[src/sv/dblp_pkg.sv]
package dblp_pkg;

  localparam int DIV_W = 32;
  localparam int PER_W = 20;
  localparam int STP_W = 10;
  localparam int LVL_W = 8;
  localparam int UPT_W = 32;
  localparam int ADDR_W = 4;

  localparam logic [UPT_W-1:0] STRIP_INTERVAL = 32'd15000;
  localparam logic [LVL_W-1:0] LEVEL_ONE_OFF = 8'd128;

  typedef enum logic [1:0] {
    REG_PERIOD_ONE = 2'd0,
    REG_STEPS_ONE  = 2'd1,
    REG_PERIOD_TWO = 2'd2,
    REG_STEPS_TWO  = 2'd3
  } reg_idx_t;

  typedef struct packed {
    logic             start;
    logic [DIV_W-1:0] dividend;
    logic [PER_W-1:0] divisor;
  } div_req_t;

  typedef struct packed {
    logic             done;
    logic [DIV_W-1:0] quo;
    logic [PER_W-1:0] rem;
  } div_rsp_t;

endpackage

[src/sv/dblp_div.sv]
module dblp_div
  import dblp_pkg::*;
(
  input  logic     clk,
  input  logic     rst_n,
  input  div_req_t req,
  output div_rsp_t rsp
);

  localparam int CNT_W = $clog2(DIV_W);

  logic [DIV_W-1:0] dvd_r;
  logic [PER_W-1:0] rem_r;
  logic [PER_W-1:0] dsr_r;
  logic [CNT_W-1:0] cnt_r;
  logic             busy_r;
  logic             done_r;

  // one quotient bit per cycle, restoring
  logic [PER_W:0] rem_sh;
  logic [PER_W:0] rem_sub;
  logic           ge;

  assign rem_sh  = {rem_r, dvd_r[DIV_W-1]};
  assign rem_sub = rem_sh - {1'b0, dsr_r};
  assign ge      = (rem_sh >= {1'b0, dsr_r});

  always_ff @(posedge clk) begin
    if (!rst_n) begin
      busy_r <= 1'b0;
      done_r <= 1'b0;
      cnt_r  <= '0;
    end else begin
      done_r <= !req.start && busy_r && (cnt_r == '0);
      if (req.start) begin
        dvd_r  <= req.dividend;
        dsr_r  <= req.divisor;
        rem_r  <= '0;
        cnt_r  <= CNT_W'(DIV_W - 1);
        busy_r <= 1'b1;
      end else if (busy_r) begin
        rem_r <= ge ? rem_sub[PER_W-1:0] : rem_sh[PER_W-1:0];
        dvd_r <= {dvd_r[DIV_W-2:0], ge};
        cnt_r <= cnt_r - 1'b1;
        if (cnt_r == '0) begin
          busy_r <= 1'b0;
        end
      end
    end
  end

  assign rsp.done = done_r;
  assign rsp.quo  = dvd_r;
  assign rsp.rem  = rem_r;

endmodule

[src/sv/dual_breathing_led_pwm.sv]
// channel   handshake                      payload
// in_       in_valid / in_stall            in_elapsed_us
// out_      out_valid / out_stall          out_led_one_on, out_led_two_on, out_level_one,
//                                          out_level_two, out_strip_update
// apb       psel penable pwrite pready     paddr, pwdata, prdata
//
// one item at a time: after the strip check, each enabled channel takes four passes of the
// shared bit-serial divider: uptime by period, that quotient by steps, period times step by
// steps and 255 times duty by period; a disabled channel gets its fixed outputs instead;
// the result is then loaded into the output register and the next item is taken in idle
// the single 32-bit restoring divider does every one of these divides
// rst_n is synchronous: uptime, strip time and registers go to their reset values
// in_stall is high while an item is at work; the result sits in the output register
// so the next item is taken while the result still waits on out_stall
module dual_breathing_led_pwm
  import dblp_pkg::*;
(
  input  logic              clk,
  input  logic              rst_n,
  input  logic              in_valid,
  output logic              in_stall,
  input  logic [PER_W-1:0]  in_elapsed_us,
  output logic              out_valid,
  input  logic              out_stall,
  output logic              out_led_one_on,
  output logic              out_led_two_on,
  output logic [LVL_W-1:0]  out_level_one,
  output logic [LVL_W-1:0]  out_level_two,
  output logic              out_strip_update,
  input  logic              psel,
  input  logic              penable,
  input  logic              pwrite,
  input  logic [ADDR_W-1:0] paddr,
  input  logic [31:0]       pwdata,
  output logic [31:0]       prdata,
  output logic              pready
);

  typedef enum logic [3:0] {
    S_IDLE, S_STRIP, S_CH, S_D1, S_D2, S_MUL, S_D3, S_LVL, S_D4, S_FIN
  } state_t;

  state_t state_r;

  // configuration registers
  logic [PER_W-1:0] period_one_r, period_two_r;
  logic [STP_W-1:0] steps_one_r, steps_two_r;

  // block state
  logic [UPT_W-1:0] uptime_r;
  logic [UPT_W-1:0] last_r;
  logic             strip_r;
  logic             ch_r;

  // per-item working registers
  logic [PER_W-1:0] r_r;       // uptime mod period
  logic [STP_W-1:0] step_r;
  logic             odd_r;     // sweep count odd
  logic [PER_W-1:0] duty_r;
  logic             on1_r, on2_r;
  logic [LVL_W-1:0] lvl1_r, lvl2_r;

  // output register
  logic             out_valid_r;
  logic             on1_out_r, on2_out_r, strip_out_r;
  logic [LVL_W-1:0] lvl1_out_r, lvl2_out_r;

  div_req_t req_r;
  div_rsp_t rsp;

  dblp_div u_div (
    .clk   (clk),
    .rst_n (rst_n),
    .req   (req_r),
    .rsp   (rsp)
  );

  // apb
  logic     wr_en;
  reg_idx_t widx;
  assign pready = 1'b1;
  assign wr_en  = psel && penable && pwrite;
  assign widx   = reg_idx_t'(paddr[3:2]);

  always_comb begin
    unique case (widx)
      REG_PERIOD_ONE: prdata = {12'd0, period_one_r};
      REG_STEPS_ONE:  prdata = {22'd0, steps_one_r};
      REG_PERIOD_TWO: prdata = {12'd0, period_two_r};
      REG_STEPS_TWO:  prdata = {22'd0, steps_two_r};
      default:        prdata = '0;
    endcase
  end

  // active channel operands, zero steps reads as one
  logic [PER_W-1:0] per_c;
  logic [STP_W-1:0] stp_raw, stp_c;
  assign per_c   = ch_r ? period_two_r : period_one_r;
  assign stp_raw = ch_r ? steps_two_r : steps_one_r;
  assign stp_c   = (stp_raw == '0) ? STP_W'(1) : stp_raw;

  logic [UPT_W-1:0] since;
  assign since = uptime_r - last_r;

  // period times step stays below 2^30
  logic [PER_W+STP_W-1:0] prod;
  assign prod = per_c * step_r;

  logic [PER_W-1:0] duty_m;
  assign duty_m = odd_r ? (per_c - rsp.quo[PER_W-1:0]) : rsp.quo[PER_W-1:0];

  // 255 * duty as duty * 256 - duty
  logic [PER_W+LVL_W-1:0] lvl_num;
  assign lvl_num = {duty_r, {LVL_W{1'b0}}} - {{LVL_W{1'b0}}, duty_r};

  logic out_free;
  assign out_free = !out_valid_r || !out_stall;

  // divider start pulse for the states that launch a pass
  logic start_nxt;
  assign start_nxt = (state_r == S_CH && per_c != '0) || (state_r == S_D1 && rsp.done) ||
                     (state_r == S_MUL) || (state_r == S_LVL);

  always_ff @(posedge clk) begin
    if (!rst_n) begin
      state_r      <= S_IDLE;
      period_one_r <= '0;
      period_two_r <= '0;
      steps_one_r  <= STP_W'(1);
      steps_two_r  <= STP_W'(1);
      uptime_r     <= '0;
      last_r       <= '0;
      out_valid_r  <= 1'b0;
      req_r.start  <= 1'b0;
      ch_r         <= 1'b0;
    end else begin
      req_r.start <= start_nxt;

      if (wr_en) begin
        unique case (widx)
          REG_PERIOD_ONE: period_one_r <= pwdata[PER_W-1:0];
          REG_STEPS_ONE:  steps_one_r  <= pwdata[STP_W-1:0];
          REG_PERIOD_TWO: period_two_r <= pwdata[PER_W-1:0];
          REG_STEPS_TWO:  steps_two_r  <= pwdata[STP_W-1:0];
          default: ;
        endcase
      end

      if (state_r == S_FIN && out_free) out_valid_r <= 1'b1;
      else if (!out_stall)              out_valid_r <= 1'b0;

      unique case (state_r)
        S_IDLE: begin
          if (in_valid) begin
            uptime_r <= uptime_r + {{(UPT_W-PER_W){1'b0}}, in_elapsed_us};
            state_r  <= S_STRIP;
          end
        end
        S_STRIP: begin
          strip_r <= (since >= STRIP_INTERVAL);
          if (since >= STRIP_INTERVAL) last_r <= uptime_r;
          ch_r    <= 1'b0;
          state_r <= S_CH;
        end
        S_CH: begin
          if (per_c == '0) begin
            // disabled channel: one forced on at mid level, two forced off
            if (ch_r) begin
              on2_r   <= 1'b0;
              lvl2_r  <= '0;
              state_r <= S_FIN;
            end else begin
              on1_r  <= 1'b1;
              lvl1_r <= LEVEL_ONE_OFF;
              ch_r   <= 1'b1;
            end
          end else begin
            req_r.dividend <= uptime_r;
            req_r.divisor  <= per_c;
            state_r        <= S_D1;
          end
        end
        S_D1: begin
          if (rsp.done) begin
            r_r            <= rsp.rem;
            req_r.dividend <= rsp.quo;
            req_r.divisor  <= {{(PER_W-STP_W){1'b0}}, stp_c};
            state_r        <= S_D2;
          end
        end
        S_D2: begin
          if (rsp.done) begin
            step_r  <= rsp.rem[STP_W-1:0];
            odd_r   <= rsp.quo[0];
            state_r <= S_MUL;
          end
        end
        S_MUL: begin
          req_r.dividend <= {{(DIV_W-PER_W-STP_W){1'b0}}, prod};
          req_r.divisor  <= {{(PER_W-STP_W){1'b0}}, stp_c};
          state_r        <= S_D3;
        end
        S_D3: begin
          if (rsp.done) begin
            duty_r  <= duty_m;
            state_r <= S_LVL;
          end
        end
        S_LVL: begin
          if (ch_r) on2_r <= (r_r > duty_r);
          else      on1_r <= (r_r > duty_r);
          req_r.dividend <= {{(DIV_W-PER_W-LVL_W){1'b0}}, lvl_num};
          req_r.divisor  <= per_c;
          state_r        <= S_D4;
        end
        S_D4: begin
          if (rsp.done) begin
            if (ch_r) begin
              lvl2_r  <= rsp.quo[LVL_W-1:0];
              state_r <= S_FIN;
            end else begin
              lvl1_r  <= rsp.quo[LVL_W-1:0];
              ch_r    <= 1'b1;
              state_r <= S_CH;
            end
          end
        end
        S_FIN: begin
          if (out_free) begin
            state_r <= S_IDLE;
          end
        end
        default: state_r <= S_IDLE;
      endcase
    end
  end

  // result payload, loaded as the item completes
  always_ff @(posedge clk) begin
    if (state_r == S_FIN && out_free) begin
      on1_out_r   <= on1_r;
      on2_out_r   <= on2_r;
      lvl1_out_r  <= lvl1_r;
      lvl2_out_r  <= lvl2_r;
      strip_out_r <= strip_r;
    end
  end

  assign in_stall         = (state_r != S_IDLE);
  assign out_valid        = out_valid_r;
  assign out_led_one_on   = on1_out_r;
  assign out_led_two_on   = on2_out_r;
  assign out_level_one    = lvl1_out_r;
  assign out_level_two    = lvl2_out_r;
  assign out_strip_update = strip_out_r;

`ifndef SYNTHESIS
  a_accept_strip: assert property (@(posedge clk) disable iff (!rst_n)
    (in_valid && !in_stall) |=> (state_r == S_STRIP))
    else $error("accepted item did not enter strip check");

  a_strip_time: assert property (@(posedge clk) disable iff (!rst_n)
    (state_r == S_FIN && strip_r) |-> (last_r == uptime_r))
    else $error("strip refresh time not recorded");

  a_one_off_level: assert property (@(posedge clk) disable iff (!rst_n)
    (state_r == S_FIN && period_one_r == '0) |-> (on1_r && lvl1_r == LEVEL_ONE_OFF))
    else $error("disabled channel one not forced");
`endif

endmodule

[config.mk]
export PLATFORM = sky130hd
export DESIGN_NAME = dual_breathing_led_pwm
export DESIGN_NICKNAME = d
export VERILOG_FILES = /design/src/sv/dblp_pkg.sv /design/src/sv/dblp_div.sv /design/src/sv/dual_breathing_led_pwm.sv
export SDC_FILE = /design/constraint.sdc
export NUM_CORES = 1
export LEC_CHECK = 0
export BUFFER_PORTS_ARGS = -buffer_cell sky130_fd_sc_hd__buf_2
export CORE_ASPECT_RATIO = 0.6
export CORE_MARGIN = 2
export CORE_UTILIZATION = 35
export CTS_CLUSTER_DIAMETER = 50
export DETAILED_ROUTE_END_ITERATION = 10
export HOLD_SLACK_MARGIN = 0.02
export PLACE_DENSITY_LB_ADDON = 0.3
export SYNTH_ARGS = -nofsm -noshare
export SYNTH_HDL_FRONTEND = slang
export SYNTH_SLANG_ARGS = --single-unit
[constraint.sdc]
create_clock -name clk -period 11.3 [get_ports clk]
set_input_delay 2.26 -clock clk [delete_from_list [all_inputs] [get_ports clk]]
set_output_delay 2.26 -clock clk [all_outputs]
set_load 0.01 [all_outputs]
* Word-level counts from Yosys, hierarchy flattened
Index checks and enable logic that the tools add are counted.
Storage, ports and cells: word-level logic and storage cells 165, input bits 63, output and inout port bits 54, memories kept 0, bits in read-only memories 0, latch bits 0, RAM bits 0, register bits 351
Operators by class: div/mod/pow operators 0, shifts and indexed selects 0, bitwise gates (word level) 0, equality and inequality tests 28, mux-type cells 50, reductions and logical operators 45, magnitude comparators 3, multiply operators 1, add/sub/neg operators 6
Operators by type and width (count):
- $pmux 52 s4 | 1
- $pmux 32 s4 | 1
- $mux 52 | 2
- $mux 20 | 4
- $mux 32 | 2
- $mux 8 | 8
- $pmux 4 s10 | 1
- $sub 20x20->20 | 2
- $mux 4 | 9
- $add 32x20->32 | 1
- $ge 32x14->1 const B | 1
- $pmux 8 s2 | 2
- $sub 32x32->32 | 1
- $mul 20x10->30 | 1
- $sub 28x20->28 | 1
- $ge 21x20->1 | 1
- $gt 20x20->1 | 1
- $logic_not 20->1 | 1
- $mux 10 | 2
- $reduce_bool 20->1 | 1
- $ne 2x2->1 const B | 9
- $reduce_and 2->1 | 9
- $eq 4x3->1 const B | 4
- $mux 1 | 13
- 26 further kinds | 55

* Logic depth before layout (Yosys ltp)
depth after elaboration 6, depth in mapped cells 25, gate-level depth less buffers 23

* Hierarchy
From an unflattened synthesis, not the netlist that was laid out.
Second synthesis, totals: cells, all modules 2844, area total of the unflattened synthesis 26753.2 um2
By module, submodules not included:
- dual_breathing_led_pwm | instances 1, cells each 2483, area each 22395.2 um2
- dblp_div | instances 1, cells each 361, area each 4357.9 um2

* Worst setup path before layout
No wires, ideal clock.
path type flip-flop to flip-flop, from reg ch_r, to reg req_r[49] (netlist name), data pin, arrival 6.513 ns, setup slack 4.526 ns, setup time 0.261 ns, buffers on the path 2, required time 11.039 ns, stages on the path, launching flop included 23, cell sequence dfxtp_1 -> buf_1 -> mux2_2 -> clkbuf_1 -> and2_1 -> fa_1 -> fa_1 -> fa_1 -> fa_1 -> inv_1 -> fa_1 -> inv_1 -> ha_1 -> a21o_1 -> a21o_1 -> nor4_1 -> a21oi_1 -> a2111o_1 -> a31oi_1 -> o21ai_0 -> a41oi_1 -> mux2i_1 -> a311o_1
On the way: cells in the longest elaborated chain, start to end 3
Ends and longest elaborated chain:
- start: declaration | RTL line dual_breathing_led_pwm.sv:53 | logic ch_r;
- start signal: assignment | RTL line dual_breathing_led_pwm.sv:135 | ch_r <= 1'b0;
- start signal: assignment | RTL line dual_breathing_led_pwm.sv:162 | ch_r <= 1'b0;
- start signal: assignment | RTL line dual_breathing_led_pwm.sv:175 | ch_r <= 1'b1;
- $mux 20 | RTL line dual_breathing_led_pwm.sv:98 | assign per_c = ch_r ? period_two_r : period_one_r;
- $mul 20x10->30 | RTL line dual_breathing_led_pwm.sv:107 | assign prod = per_c * step_r;
- $pmux 52 s4 | RTL line dual_breathing_led_pwm.sv:152 | unique case (state_r)
- end: declaration | RTL line dual_breathing_led_pwm.sv:68 | div_req_t req_r;
Every way passes these cells. A chain may end at the register's enable or synchronous reset.

* Worst setup path in the final report
Same ends and word-level chain as after synthesis.

==> results.sh <==
export IMPL_vias=21429
export IMPL_wl_per_cell_um=18.70
export IMPL_place_gp_congestion=0.9362
export IMPL_multi_input_area_sq_mm=0.01662
export IMPL_setup_tns_ps=0
export IMPL_place_hpwl_mm=55.93
export IMPL_insertion_delay_ps=590
export IMPL_yosys_warnings=0
export IMPL_power_density_mw_per_mm2=177.0
export IMPL_first_iter_violations=1790
export IMPL_synth_edff_count=213
export IMPL_switching_share_pct=40.17
export IMPL_cp_arrival_ps=8130
export IMPL_nets=3324
export IMPL_switchingPower_w=0.002145
export IMPL_netlist_instances=2935
export IMPL_ant_nets=0
export IMPL_setup_viol=0
export IMPL_postCtsHoldBufs=0
export IMPL_grt_ovfl_total=0
export IMPL_maxSlewHeadroom_pct=19.25
export IMPL_drc=0
export IMPL_synth_seq_cells=351
export IMPL_clkSinkCount=351
export IMPL_vdd_drop_max_mv=0.2521
export IMPL_area_growth_pct=9.701
export IMPL_cts_resized=0
export IMPL_clock_skew_final_ps=37.72
export IMPL_max_freq_mhz=128.4
export IMPL_grt_max_degree=94
export IMPL_fin_area_sq_mm=0.03018
export IMPL_finalHoldViolCount=0
export IMPL_rows=79
export IMPL_vias_per_cell=5.344
export IMPL_path_clk_slew_ps=60
export IMPL_synthTopCellsByCount="nand2_1, inv_1, edfxtp_1"
export IMPL_placed_cell_area_sq_mm=0.02875
export IMPL_hold_class="reg2reg"
export IMPL_synthDistinctLibCells=87
export IMPL_io_buffers=89
export IMPL_path_class="reg2reg"
export IMPL_synth_top_area_share_pct=23.25
export IMPL_seq_power_share_pct=31.1
export IMPL_drv_cap=0
export IMPL_clock_root_buffer="clkbuf_16"
export IMPL_p_clk_share_pct=26.6
export IMPL_postCtsSetupBuffers=0
export IMPL_firstDrtPassIters=6
export IMPL_synth_ff_type="edfxtp_1"
export IMPL_start_kind="flop"
export IMPL_numCtsBuffers=42
export IMPL_regArea_sq_mm=0.009161
export IMPL_status="finished, final reports clean"
export IMPL_synth_area_sq_mm=0.02751
export IMPL_die_x_um=366.0
export IMPL_chipHeight_um=221.2
export IMPL_tightest_slew_ps=1211
export IMPL_p_int_w=0.003196
export IMPL_first_global_vias=20386
export IMPL_fillers=7797
export IMPL_synth_most_common_cell="nand2_1"
export IMPL_clockBufferDepth=3
export IMPL_synth_seq_area_share_pct=33.29
export IMPL_grt_pass1_wl_mm=119.1
export IMPL_cp_required_ps=11640
export IMPL_synthTopCellsByArea="edfxtp_1, fa_1, dfxtp_1"
export IMPL_cts_tree="yes"
export IMPL_cts_max_level=2
export IMPL_drive_gt1_share_pct=8.322
export IMPL_rrSetupSlack_ps=3510
export IMPL_start_util_pct=35.41
export IMPL_path_max_fanout=41
export IMPL_antenna_found_initial=14
export IMPL_pwr_share_comb_pct=42.2
export IMPL_p_leak_nw=13.01
export IMPL_synth_area_leader_cell="edfxtp_1"
export IMPL_die_area_sq_mm=0.08094
export IMPL_grt_use_total_pct=18.42
export IMPL_io_pins=117
export IMPL_rsz0062_at_grt="no"
export IMPL_end_kind="flop"
export IMPL_drv_slew=0
export IMPL_min_period_ps=7790
export IMPL_avgSynthCellArea_sq_um=9.374
export IMPL_core_area_sq_mm=0.07769
export IMPL_wirelength_mm=74.98
export IMPL_period_share_pct=68.94
export IMPL_async_reset_ff_share_pct=0
-- cell type report --
cell class,count,area share (%)
antenna,1,0.008292
multi-input combinational,2135,55.06
clock buffer,51,3.665
inverter,290,3.607
clock inverter,24,1.057
tap,1053,4.365
timing repair buffer,105,1.882
sequential,351,30.36
-- cell usage in the layout, fill, tap and decap left out, types with 13 or more instances in the layout --
cell type,count
or3_1,22
o21bai_1,18
a222oi_1,23
and2_1,130
nand2_1,348
nor3_1,42
clkbuf_16,42
xor2_1,46
a31oi_1,22
nand3_1,55
xnor2_1,72
conb_1,13
nand4_1,21
a21oi_1,98
a21o_1,52
dfxtp_1,136
mux2i_1,67
a2bb2oi_1,32
nor2_1,109
a211oi_1,14
buf_4,17
nor4_1,15
fa_1,146
o21a_1,24
o311ai_1,32
ha_1,190
mux2_2,33
a21boi_0,50
inv_1,290
nand2b_1,22
edfxtp_1,213
nor2b_1,47
o21ai_0,164
buf_2,88
and3_1,58
-- final timing paths --
kind | to | depth (start not counted) | from
setup / recovery | req_r[49] | 22 | ch_r
hold / removal | u_div.dsr_r[15] | 0 | req_r[15]
setup reg to reg | req_r[49] | 22 | ch_r
hold reg to reg | u_div.dsr_r[15] | 0 | req_r[15]
-- flip-flops by register name (all words and copies together) (netlist names), 4 cells and up --
register       cells
duty_r            20
last_r            32
lvl1_r             8
lvl2_r             8
out_level_one      8
out_level_two      8
period_one_r      20
period_two_r      20
r_r               20
req_r             53
state_r            4
step_r            10
steps_one_r       10
steps_two_r       10
u_div.cnt_r        5
u_div.dsr_r       20
u_div.dvd_r       32
u_div.rem_r       20
uptime_r          32
-- through the flow --
| step | utilization [%] | total power (W) | hold slack (ps) | worst slack, ps | std cells |
|---|---|---|---|---|---|
| after floorplan | - | 0.003321 | 400.3 | 4526 | 2946 |
| after global placement | 37.01 | 0.003877 | 401.3 | 3491 | 3934 |
| after detailed placement | 37.01 | 0.003893 | 404.5 | 3427 | 3934 |
| after CTS | 38.84 | 0.005333 | 414.8 | 3404 | 4009 |
| after global routing | 38.84 | 0.005673 | 424.6 | 2941 | 4009 |
| final | 38.85 | 0.005341 | 414.4 | 3510 | 4010 |
-- worst max-delay path, cell delays in order (launching register included) --
cell,delay [ps]
dfxtp_2,320
buf_4,490
mux2i_1,550
inv_1,370
and2_1,290
fa_1,520
fa_1,530
fa_1,520
fa_1,550
inv_1,60
fa_1,520
inv_1,40
ha_1,360
a21oi_1,210
a21oi_1,150
nor4_1,260
a21oi_1,170
a2111o_1,390
a31oi_1,260
o21ai_0,260
a41oi_1,310
mux2i_1,100
a311o_1,270
-- metal layers --
metal  part of all wire, %  vias up  track usage, %
li1                      -    10276               -
met1                    51    10409           29.45
met2                    39      678           25.13
met3                   8.0       66           3.608
met4                   1.5        0           3.744
met5                     0        -               0
-- power by group through the flow --
stage | Sequential, W | Combinational, W | Clock (W)
6_report | 0.00166 | 0.00226 | 0.00142
3_3_place_gp | 0.00169 | 0.00219 | 0
2_1_floorplan | 0.00163 | 0.00169 | 0
4_1_cts | 0.00166 | 0.00221 | 0.00146
3_5_place_dp | 0.00169 | 0.00220 | 0
5_1_grt | 0.00168 | 0.00249 | 0.00151
-- logic make-up (layout without fill, tap and decap cells) --
kind of cell               Yosys count  in the layout  share of synthesized area [%]
and+or+nand+nor                    907            907                          16.23
AOI/OAI and AO/OA                  651            651                          16.27
buffers and inverters              460            470                          6.554
DFF                                351            351                          33.29
adders and majority gates          336            336                          19.27
xor gates and xnor gates           118            118                          3.757
muxes                              110            110                          4.607
other                                2             14                        0.02730
Note: power is estimated with default switching activity, not from simulation.
